--- src/rtl/hll_mul32.sv ---
module hll_mul32 (
    input  logic        i_clk,
    input  logic [31:0] i_a,
    input  logic [31:0] i_b,
    output logic [63:0] o_p
);
    logic [63:0] r_p;

    always_ff @(posedge i_clk) begin
        r_p <= i_a * i_b;
    end

    assign o_p = r_p;
endmodule

--- config.mk ---
export PLATFORM = sky130hd
export DESIGN_NAME = hll_mul32
export DESIGN_NICKNAME = d
export VERILOG_FILES = /design/src/rtl/hll_mul32.sv
export SDC_FILE = /design/constraint.sdc
export NUM_CORES = 2
export LEC_CHECK = 0
export BUFFER_PORTS_ARGS = -buffer_cell sky130_fd_sc_hd__buf_2
export CAP_MARGIN = 5
export CORE_ASPECT_RATIO = 1.25
export CORE_UTILIZATION = 35
export CTS_BUF_LIST = sky130_fd_sc_hd__clkbuf_4 sky130_fd_sc_hd__clkbuf_8
export CTS_CLUSTER_DIAMETER = 60
export DETAILED_ROUTE_END_ITERATION = 10
export PLACE_DENSITY = 0.58
export SETUP_SLACK_MARGIN = 0.2
export SLEW_MARGIN = 0
export SYNTH_ARGS = -nofsm -noshare
export SYNTH_HDL_FRONTEND = slang
export SYNTH_SLANG_ARGS = --single-unit
export TNS_END_PERCENT = 5
--- constraint.sdc ---
create_clock -name i_clk -period 11.3 [get_ports i_clk]
set_input_delay 1.695 -clock i_clk [delete_from_list [all_inputs] [get_ports i_clk]]
set_output_delay 1.695 -clock i_clk [all_outputs]
set_load 0.03 [all_outputs]
==> qor.txt <==
WL/cell = 20.26 µm
Worst Path Required = 11640 ps
CP Capture Type = flip-flop
Filler Cell Count = 9973
Post-cts sizing count = 0
Area of the die = 100300 µm²
Syn Nets = 4972
RePlAce Congestion = 0.9008
Final core utilization = 0.3717
Vias = 24650
Max Fclk = 0.1062 GHz
Met1 GRT Util = 0.2306
Initial antenna violation count = 4
Final ANT Viol Nets = 0
DR DRC count = 0
CTS clk-pin slew, worst paths = 90 ps
Slew Viols, Final = 0
Max cap viols = 0
Vias per inst = 4.946
Ys async rst share = 0
Post-synth EDFFs = 0
Ys flop type = dfxtp_1
Period utilization = 0.8332
Setup bufs post-CTS = 0
Commonest non-fill, non-tap cells in the layout = fa_1 (896), inv_1 (865), and2_1 (602)
Yosys Warn Count = 0
Final WL = 100900 µm
Synth Register Bits = 64
Startpoint types = input port
Port Buffers = 128
Outcome = complete, no violations
Hold Crit Class = input port to flip-flop
Synth Area per Inst = 9.252 µm²
Post-synthesis sequential area ratio = 0.03695
Sequential Area = 1281 µm²
WP data arrival = 9760 ps
Row count = 128
I/O pin cnt = 129
Pre-CTS setup slack = 1523 ps
1st-iter DRT viols = 1246
Slew @ Worst Pin = 883.6 ps
Fin Hold WS = 1954 ps
CTS Sinks = 64
Max FO, Critical Path = 32
H-tree Lvls = 3
Complex-gate fraction of the synthesized area = 0.04153
Number of global-route vias before repair = 27540
Initial Util = 0.3544
Max FFs per register = 64
M2 GR Usage = 0.3963
Remaining global-route overflow = 0
GR Layer Usage met3 = 0.01662
Adder-cell share of the synthesized area = 0.6122
Largest net degree at the start of global routing = 33
Final hold viol count = 0
Setup TNS = 0 ps
First-pass GRT wire length = 159500 µm
RSZ-0062 raised after global routing = no
Area of the multi-input gates = 29310 µm²
Cell count after synthesis = 3748
Cts hold-fix bufs = 0
Nets = 4897
Setup Viol. Count Final = 0
Largest family of logic cells by synthesized area = adder cells
Final worst setup slack = 1884 ps
Relative slew slack = 0.4109
CTS Buf Count = 9
CTS tree = yes
Die width = 283.5 µm
Synth-to-Final Area Change = 4.896%
Total track usage = 0.2089
Simple-gate share of the synthesized area = 0.1762
CP Class = input port to flip-flop
Most Crowded Layer GR = met2
Mapped Area = 34680 µm²
Count of cell types in the netlist = 57
Post-synthesis mux area share = 0.0002887
Pre-antenna DRT Iters = 5
Root Driver = clkbuf_8
Clock Path Buffers = 2
Synth Area in XOR/XNOR = 0.01515
Tmin final = 9416 ps
DP HPWL = 81160 µm
Die height = 353.9 µm
Most common cell after layout, fill and taps aside = fa_1
Layout cell share with drive strength beyond 1 = 0.04541
Core ar. = 97850 µm²
[cells in the mapped netlist, types with 20 or more instances]
cell,count,area share
ha_1,263,0.095
xor2_1,25,0.0063
nor2_1,20,0.0022
a21oi_1,63,0.0091
nand2_1,480,0.052
o21ai_0,21,0.0030
fa_1,896,0.52
and2_1,602,0.11
nand4_1,23,0.0041
dfxtp_1,64,0.037
a21o_1,40,0.0087
inv_1,865,0.094
xnor2_1,35,0.0088
clkbuf_1,213,0.023
[worst paths after layout]
check	cells after the start	to	start
max	24	o_p[62]	i_b[8]
min	2	o_p[0]	i_b[0]
[worst max-delay path, cell delays in order]
cell	delay [ps]
buf_2	590
nand2_1	180
fa_1	580
inv_1	50
fa_1	520
inv_1	50
fa_1	520
inv_1	50
fa_1	470
fa_1	600
fa_1	440
fa_1	500
inv_1	50
fa_1	470
inv_1	40
ha_1	420
nand4_1	290
or4_1	490
or3_1	360
a31oi_1	600
a31o_2	300
a211oi_1	100
o21ai_1	170
xor2_1	160
[cell families after synthesis]
logic type	after synthesis
xor+xnor	60
simple gates	1177
buf+inv	1085
flops	64
compound gates	202
mux	1
fa+ha+maj	1159
[stage by stage]
stage | cell area [µm²] | instances
4_1_cts | 36360 | 4978
2_1_floorplan | 34680 | 3748
3_3_place_gp | 36150 | 4962
6_report | 36370 | 4983
3_5_place_dp | 36150 | 4962
5_1_grt | 36360 | 4978
[metal layers]
metal | share of wire | vias to the layer above | routed length [µm]
met5 | 0 | - | 0
met4 | 0.063 | 0 | 6385
met3 | 0.034 | 234 | 3418
met2 | 0.55 | 713 | 55480
met1 | 0.35 | 13020 | 35650
li1 | - | 10680 | -
[cell type report]
type,count,area share
tap,1300,0.04472
clock inverter,6,0.001892
multi-input combinational,2599,0.8059
clock buffer,10,0.003784
inverter,865,0.08926
sequential,64,0.03522
timing repair buffer,134,0.01885
antenna,5,0.0003440
Power is left out: the tool's default activity adds up to more than one toggle a clock period on the data nets, which glitch-free logic cannot reach.
