<file path="src/rtl/hll_ram.sv">
module hll_ram #(
    parameter int WIDTH = 8,
    parameter int DEPTH = 256
) (
    input  logic                     i_clk,
    input  logic                     i_we,
    input  logic [$clog2(DEPTH)-1:0] i_waddr,
    input  logic [WIDTH-1:0]         i_wdata,
    input  logic [$clog2(DEPTH)-1:0] i_raddr,
    output logic [WIDTH-1:0]         o_rdata
);
    logic [WIDTH-1:0] r_mem [DEPTH];
    logic [WIDTH-1:0] r_rdata;

    always_ff @(posedge i_clk) begin
        if (i_we) begin
            r_mem[i_waddr] <= i_wdata;
        end
        r_rdata <= r_mem[i_raddr];
    end

    assign o_rdata = r_rdata;
endmodule

</file>
<file path="config.mk">
export PLATFORM = sky130hd
export DESIGN_NAME = hll_ram
export DESIGN_NICKNAME = d
export VERILOG_FILES = /design/src/rtl/hll_ram.sv
export SDC_FILE = /design/constraint.sdc
export NUM_CORES = 2
export LEC_CHECK = 0
export BUFFER_PORTS_ARGS = -buffer_cell sky130_fd_sc_hd__buf_2
export CORE_MARGIN = 5
export CORE_UTILIZATION = 65
export CTS_CLUSTER_DIAMETER = 80
export DETAILED_ROUTE_END_ITERATION = 10
export HOLD_SLACK_MARGIN = 0.1
export PLACE_DENSITY = 0.82
export SLEW_MARGIN = 20
export SYNTH_ARGS = -nofsm -noshare
export SYNTH_HDL_FRONTEND = slang
export SYNTH_SLANG_ARGS = --single-unit
</file>
<file path="constraint.sdc">
create_clock -name i_clk -period 4 [get_ports i_clk]
set_clock_uncertainty 0.1 [all_clocks]
set_input_delay 0.6 -clock i_clk [delete_from_list [all_inputs] [get_ports i_clk]]
set_output_delay 0.6 -clock i_clk [all_outputs]
set_load 0.01 [all_outputs]
</file>
==> flow_summary.toml <==
[outcome]
outcome = "completed"

[timing]
fin_crit_ps = 3115
worst_slew_pin_slew_ps = 1147
setup_viol = 0
relSlewSlack_pct = 23.25
fmax_mhz = 321.0
post-route-period-util_pct = 77.88
rsz0062_at_grt = "no"
tns_ps = 0
finalHoldViolCount = 0
slew_violations = 0

[job]
cap_viol_max_count = 0

[grt]
grt-ovfl-total = 0
antenna_found_initial = 18
grt_max_degree = 137
grt_pass1_wl_um = 301200
grt_pass1_vias = 42175
track_usage_pct = 32.31

[worst_setup_path]
cp-start-kind = "primary input"
cpMostUsedCell = "nor4_1"
worstPathCellList = "buf_8 -> nand3b_1 -> buf_4 -> o22ai_1 -> o21ai_0 -> nand3_1 -> nor4_1 -> nor4_1"
reg2reg_from = "r_mem[211][3]$_DFFE_PP_"
critPathTopFamily = "simple AND/OR/NAND/NOR gates"
crit_buf_inv = 2
r2r-end = "o_rdata[3]$_DFF_P_"
crit_path_top_delay_cell = "nor4_1"
critPathRequiredTime_ps = 4550
worst_setup_path_end_kind = "flop"
slowest_delay_ps = 950
rrSetupSlack_ps = 1060
critical_path_class = "in -> reg"
worst_ep_arrival_time_ps = 3670
rr_worst_depth = 6
critPathMaxFanout = 43

[cells_and_area]
stdcell_count = 5714
fin_area_um2 = 88500
drive_gt1_share_pct = 23.90
syn_to_final_growth_pct = 11.24
fin_nets = 3949
fin_util_pct = 72.71
layout_commonest_cell = "edfxtp_1"
n_fill_cell = 6328
final_cell_mix = "edfxtp_1, mux4_2, nor2_1, clkbuf_16, buf_4"

[yosys]
ys.flop_type = "edfxtp_1"
ys_seq_area_share_pct = 77.50
synth_top_area_share_pct = 77.30
syn_area_um2 = 79560
async_flop_share_pct = 0
yosys.area.top_type = "edfxtp_1"
ys_warn_count = 0
synth_edf_count = 2048
ys_ff_latch = 2056
synth_area_leaders = "edfxtp_1, mux4_2, mux2i_1"
syn_nets = 3759
ys_types = 55
netlist_instances = 3733
avgSynthCellArea_um2 = 21.31

[detailed_routing]
via_per_inst = 7.362
drc = 0
dr_wl_met3_um = 27930
first_pass_iters = 8
drt_iter0_drc = 7413
wl_met1_um = 67200
wl_met2_um = 100700
wirelength_um = 208400
via_count = 42065
ant_nets = 0
top_layer = "met5"
wire_per_inst_um = 36.47

[placed_design]
placed_cell_area_um2 = 82410
place_inst = 5353
place_congestion = 0.9332
io_buffers = 33
place_hpwl_um = 120100

[floorplanning]
initial_core_util_pct = 65.36
rows = 128
io_pins = 34
core_area_um2 = 121700
die-area_um2 = 129500
fp.dieW_um = 359.9
dieHeight_um = 359.9

[clock_tree]
cts_tree = "done"
clkTransAtPathRegs_ps = 70
holdBufCountCts = 0
cts_buffer_depth = 3
clock_sinks = 2056
cts_made_buffers = 193
ctsResizeCount = 0
clockRootBuffer = "clkbuf_16"
postCtsSetupBuffers = 0
htree_num_levels = 4
insertion_delay_ps = 840

[pwr]
ir_drop_v = 0.0005702
p_per_area_nw_per_um2 = 495.6
power_leakage_nw = 27.51

[worst_hold_path]
min_from = "i_wdata[5]"
hold_class = "in -> reg"
min_to = "r_mem[101][5]$_DFFE_PP_"
hold_depth = 1
area by class of cell:
| type | count | area [um^2] | share of cell area, % |
|---|---|---|---|
| Sequential cell | 2056 | 61660 | 69.67 |
| Multi-Input combinational cell | 1442 | 16480 | 18.62 |
| Clock buffer | 236 | 5041 | 5.696 |
| Timing Repair Buffer | 228 | 2235 | 2.525 |
| Tap cell | 1625 | 2033 | 2.297 |
| Clock inverter | 115 | 1020 | 1.152 |
| Antenna cell | 10 | 25.02 | 0.02828 |
| Inverter | 2 | 7.507 | 0.008483 |
worst reg2reg max path: stages (launching register included):
cell and delay [ps]:
edfxtp_1 360, mux4_2 480, a22o_1 290, a221oi_1 480
o32ai_1 270, nor3_1 640, nor4_1 170
cell usage after synthesis, types with 13 or more instances:
cell type	n
o221ai_1	46
nor2_1	282
a211oi_1	16
a21oi_1	96
nor3_1	22
nor2b_1	31
a221oi_1	13
clkbuf_1	111
nor4_1	24
o22ai_1	28
buf_6	21
edfxtp_1	2048
nand2_1	33
a22oi_1	133
nand3_1	34
buf_4	27
buf_1	22
buf_2	31
mux4_2	454
mux2i_1	134
buf_8	13
how the worst max path moves through the flow:
stage          cells after the start       start                  to
2_1_floorplan                      9  i_raddr[0]  o_rdata[2]$_DFF_P_
3_5_place_dp                       8  i_raddr[0]  o_rdata[7]$_DFF_P_
6_report                           8  i_raddr[1]  o_rdata[7]$_DFF_P_
4_1_cts                            8  i_raddr[1]  o_rdata[7]$_DFF_P_
5_1_grt                            8  i_raddr[1]  o_rdata[7]$_DFF_P_
3_3_place_gp                       8  i_raddr[0]  o_rdata[7]$_DFF_P_
logic make-up after synthesis:
family                 after synthesis  share of synthesized area (%)
AOI/OAI and AO/OA                  385                          3.419
and+or+nand+nor                    466                          2.628
buffers and inverters              235                          1.831
muxes                              591                          14.62
DFF                               2056                          77.50
metrics by stage:
stage	setup WS [ps]	hold WS [ps]	power [mW]
after floorplan	1362	598.9	25.38
after global placement	324.1	833.3	26.36
after detailed placement	324.3	850.4	26.42
after CTS	1061	147.3	43.85
after global routing	924.2	188.0	44.96
final	884.6	195.4	43.86
flip-flops by register name (all words and copies together) (netlist names):
| name | flops |
|---|---|
| r_mem | 2048 |
| o_rdata | 8 |
routing by layer:
metal	GRT usage [%]	vias up
li1	-	16047
met3	9.248	746
met4	15.92	16
met2	50.75	3803
met5	0	-
met1	42.53	21453
power breakdown:
group | switching [mW] | leakage [nW] | internal (mW)
clock network | 8.12 | 2.95 | 9.67
registers | 0.0556 | 18.5 | 23.7
logic | 1.47 | 6.09 | 0.791
No activity file was read; power rests on OpenSTA's default activity.
